===== config.mk =====
export PLATFORM = sky130hd
export DESIGN_NAME = ppfa_ram
export DESIGN_NICKNAME = d
export VERILOG_FILES = /design/src/design/pairwise_particle_force_accumulator_unit_defines.svh /design/src/design/ppfa_ram.sv
export SDC_FILE = /design/constraint.sdc
export NUM_CORES = 1
export LEC_CHECK = 0
export ABC_AREA = 0
export BUFFER_PORTS_ARGS = -buffer_cell sky130_fd_sc_hd__buf_2
export CAP_MARGIN = 40
export CORE_MARGIN = 2
export CORE_UTILIZATION = 55
export CTS_BUF_LIST = sky130_fd_sc_hd__clkbuf_2
export DETAILED_ROUTE_END_ITERATION = 10
export PLACE_DENSITY_LB_ADDON = 0.25
export SETUP_SLACK_MARGIN = 0.3
export SLEW_MARGIN = 20
export SYNTH_ARGS = -nofsm -noshare
export SYNTH_HDL_FRONTEND = slang
export SYNTH_SLANG_ARGS = --single-unit

===== constraint.sdc =====
create_clock -name clk -period 2.3 [get_ports clk]
set_clock_uncertainty 0.1 [all_clocks]
set_input_delay 0.115 -clock clk [delete_from_list [all_inputs] [get_ports clk]]
set_output_delay 0.115 -clock clk [all_outputs]
set_load 0.02 [all_outputs]

===== src/design/pairwise_particle_force_accumulator_unit_defines.svh =====
// Assertion macros for the pairwise particle force accumulator.
// Included by the modules that assert; depends on clk and rst_n in scope.
`ifndef PAIRWISE_PARTICLE_FORCE_ACCUMULATOR_UNIT_DEFINES_SVH
`define PAIRWISE_PARTICLE_FORCE_ACCUMULATOR_UNIT_DEFINES_SVH
`ifndef SYNTH
`define PPFA_ASSERT_IMP(lbl, ante, cons) \
    lbl: assert property (@(posedge clk) disable iff (!rst_n) (ante) |-> (cons)) \
        else $error("ppfa assertion failed");
`define PPFA_ASSERT_NEXT(lbl, ante, cons) \
    lbl: assert property (@(posedge clk) disable iff (!rst_n) (ante) |=> (cons)) \
        else $error("ppfa assertion failed");
`define PPFA_ASSERT_DLY2(lbl, ante, cons) \
    lbl: assert property (@(posedge clk) disable iff (!rst_n) (ante) |-> ##2 (cons)) \
        else $error("ppfa assertion failed");
`else
`define PPFA_ASSERT_IMP(lbl, ante, cons)
`define PPFA_ASSERT_NEXT(lbl, ante, cons)
`define PPFA_ASSERT_DLY2(lbl, ante, cons)
`endif
`endif


===== src/design/ppfa_ram.sv =====
// Generic simple dual-port RAM: one write port, one registered read port.
// No dependencies.
module ppfa_ram #(
    parameter int WIDTH = 8,
    parameter int DEPTH = 16
) (
    input  logic                     clk,
    input  logic                     we,
    input  logic [$clog2(DEPTH)-1:0] waddr,
    input  logic [WIDTH-1:0]         wdata,
    input  logic [$clog2(DEPTH)-1:0] raddr,
    output logic [WIDTH-1:0]         rdata
);

    logic [WIDTH-1:0] mem_reg [DEPTH];
    logic [WIDTH-1:0] rdata_reg;

    always_ff @(posedge clk)
    begin
        if (we)
        begin
            mem_reg[waddr] <= wdata;
        end
        rdata_reg <= mem_reg[raddr];
    end

    assign rdata = rdata_reg;

endmodule


==> results.md <==
* Starting Density at 0.562
* # nets final at 320
* Power Density at 744 nW/um^2
* Internal power at 3.41 mW
* Final min period at 1960 ps
* Final period util at 0.853
* Post-synthesis cell area at 5150 sq um
* Diodes inserted at 0
* Critical path origin: waddr[2]
* Post-route DRC at 0
* Comb power frac at 0.065
* HP Class: input pin to flop
* CTS clk-pin slew, worst paths at 200 ps
* DRT antenna net count at 0
* Layout cells sized above 1 at 0.302
* Asr flop ratio synth at 0
* R2r endpoint: rdata[1]
* Sw frac at 0.225
* GR Overflow Total at 0
* Die Area at 10100 sq um
* Max-Cap Viols at 0
* Setup CP Type: input pin to flop
* I/O pin total at 26
* Hold Crit Depth at 5
* Biggest area consumer among synthesized cells: edfxtp_1
* Initial antenna violation count at 0
* Synth warn at 0
* Overall power at 4.40 mW
* Max FO, Critical Path at 8
* Final Setup Violations at 0
* Final HPWL DP at 5760 um
* Post-synth EDFFs at 128
* CORE AREA at 9150 sq um
* DR pass1 iterations at 5
* Critical path endpoint: mem_reg[0][4]
* Syn Inst Count at 229
* FF-to-FF setup slack at 390 ps
* Top post-synthesis cells by area: edfxtp_1 (75%), mux4_2 (7.9%), mux4_1 (7.1%)
* Switching power at 0.988 mW
* TritonCTS buffer count at 17
* Largest net degree at the start of global routing at 33
* Synth top area share at 0.747
* Layout area overhead at 14.8%
* RePlAce Congestion at 0.716
* Clk Latency, worst-skew pair at 650 ps
* Global Route Usage Sum at 0.195
* Leak pwr at 2.02 nW
* CP Capture Type: flop
* Clock sinks at 136
* Tightest Pin Transition at 645 ps
* RSZ-0062 raised after global routing: no
* Final WL at 8900 um
* Most frequent cells in the layout: edfxtp_1 (128), buf_2 (25), clkbuf_2 (21)
* WP data arrival at 2210 ps
* Clk pwr share at 0.302
* Max Buffers Root-to-Sink at 2
* Vias per cell at 5.70
* DR WL/cell at 20.9 um
* TritonCTS clock tree: done
* Vias in the first global route at 2532
* Startpoint types: input pin
* TNS Setup at 0 ps
* R2R depth at 4
* Net count after synthesis at 247
* Slew Limit Fails at 0
* Status: complete, no violations
* Die Wd at 101 um
* VDD IR max at 0.000395 V
* Sequential Power Share at 0.633
* DIE HEIGHT at 101 um
* Req. time, crit path at 2550 ps
* Slew margin rel. at 0.569
* Clk root buf: clkbuf_2
* Reg-to-reg startpoint: mem_reg[2][1]
* Row Count at 35
* Final hold violation count at 0
* Register area share after synthesis at 0.778
* Distinct cells, synth at 19
* Mean post-synth cell area at 22.5 sq um
* #FFs+latches synth at 136
* Via count at 2428
* Drt initial violations at 157
* Most common cell after layout, fill and taps aside: edfxtp_1
* First-pass GRT wire length at 13800 um
* Main flop type after synthesis: edfxtp_1
* F_max at 510 MHz
* H-tree levels at 4
* Port-buffer cells at 25
* Max reg flops at 128
critical path: stages:
cell	delay, ps
dlygate4sd3_1	540
buf_2	140
or3b_2	520
nor3_1	140
dlygate4sd3_1	570
buf_4	190
cell families after synthesis:
kind of cell    Yosys count  synth area share
simple gates             35            0.0318
compound gates           16            0.0233
buf+inv                  10            0.0168
flops                   136             0.778
mux                      32             0.150
through the flow:
step | hold slack [ps] | instance area [sq um] | utilization | std cells | setup slack [ps]
2_1_floorplan | 114 | 5150 | - | 229 | 592
3_3_place_gp | 403 | 5480 | 0.599 | 374 | 648
3_5_place_dp | 411 | 5480 | 0.599 | 374 | 602
4_1_cts | 109 | 5910 | 0.646 | 426 | 408
5_1_grt | 111 | 5910 | 0.646 | 426 | 332
6_report | 142 | 5910 | 0.646 | 426 | 338
power groups by stage:
stage	Combinational, mW	Sequential, mW	Clock [mW]
finish	0.287	2.78	1.33
global route	0.313	2.79	1.45
CTS	0.292	2.79	1.36
detailed placement	0.267	2.84	0
global placement	0.261	2.84	0
floorplan	0.141	2.85	0
worst min path at each step:
stage                         from       endpoint  slack [ps]
after global placement    wdata[5]  mem_reg[1][5]         400
after CTS                 raddr[0]       rdata[7]         110
after detailed placement  wdata[4]  mem_reg[7][4]         410
after global routing      raddr[0]       rdata[7]         110
final                     raddr[0]       rdata[2]         140
after floorplan           wdata[0]  mem_reg[0][0]         110
cell usage after synthesis, types with 3 or more instances:
library cell and instances:
a22oi_1 16, mux4_1 14, nor3_1 4, nand2_1 9, clkdlybuf4s25_2 3, edfxtp_1 128, mux4_2 18, nor2_1 13
buf_2 3, dfxtp_1 8, buf_6 3
routing by layer:
layer	share of wire	track usage
met3	0.057	0.0513
met2	0.51	0.315
met4	0.016	0.0769
met5	0	0
met1	0.41	0.258
what timing repair did:
item                                   4_1_cts  5_1_grt
endpoints found under the hold margin      221        0
gates resized for setup                      0        0
setup buffers                                0        0
hold buffers                                20        0
layout make-up:
type | instances | area, sq um
well taps | 111 | 139
multi-input cells | 83 | 1060
repair buffers | 64 | 480
clock buffers | 21 | 105
fillers | 608 | 3240
clock inverters | 11 | 125
flip-flops and latches | 136 | 4000
Note: power is estimated with default switching activity, not from simulation.
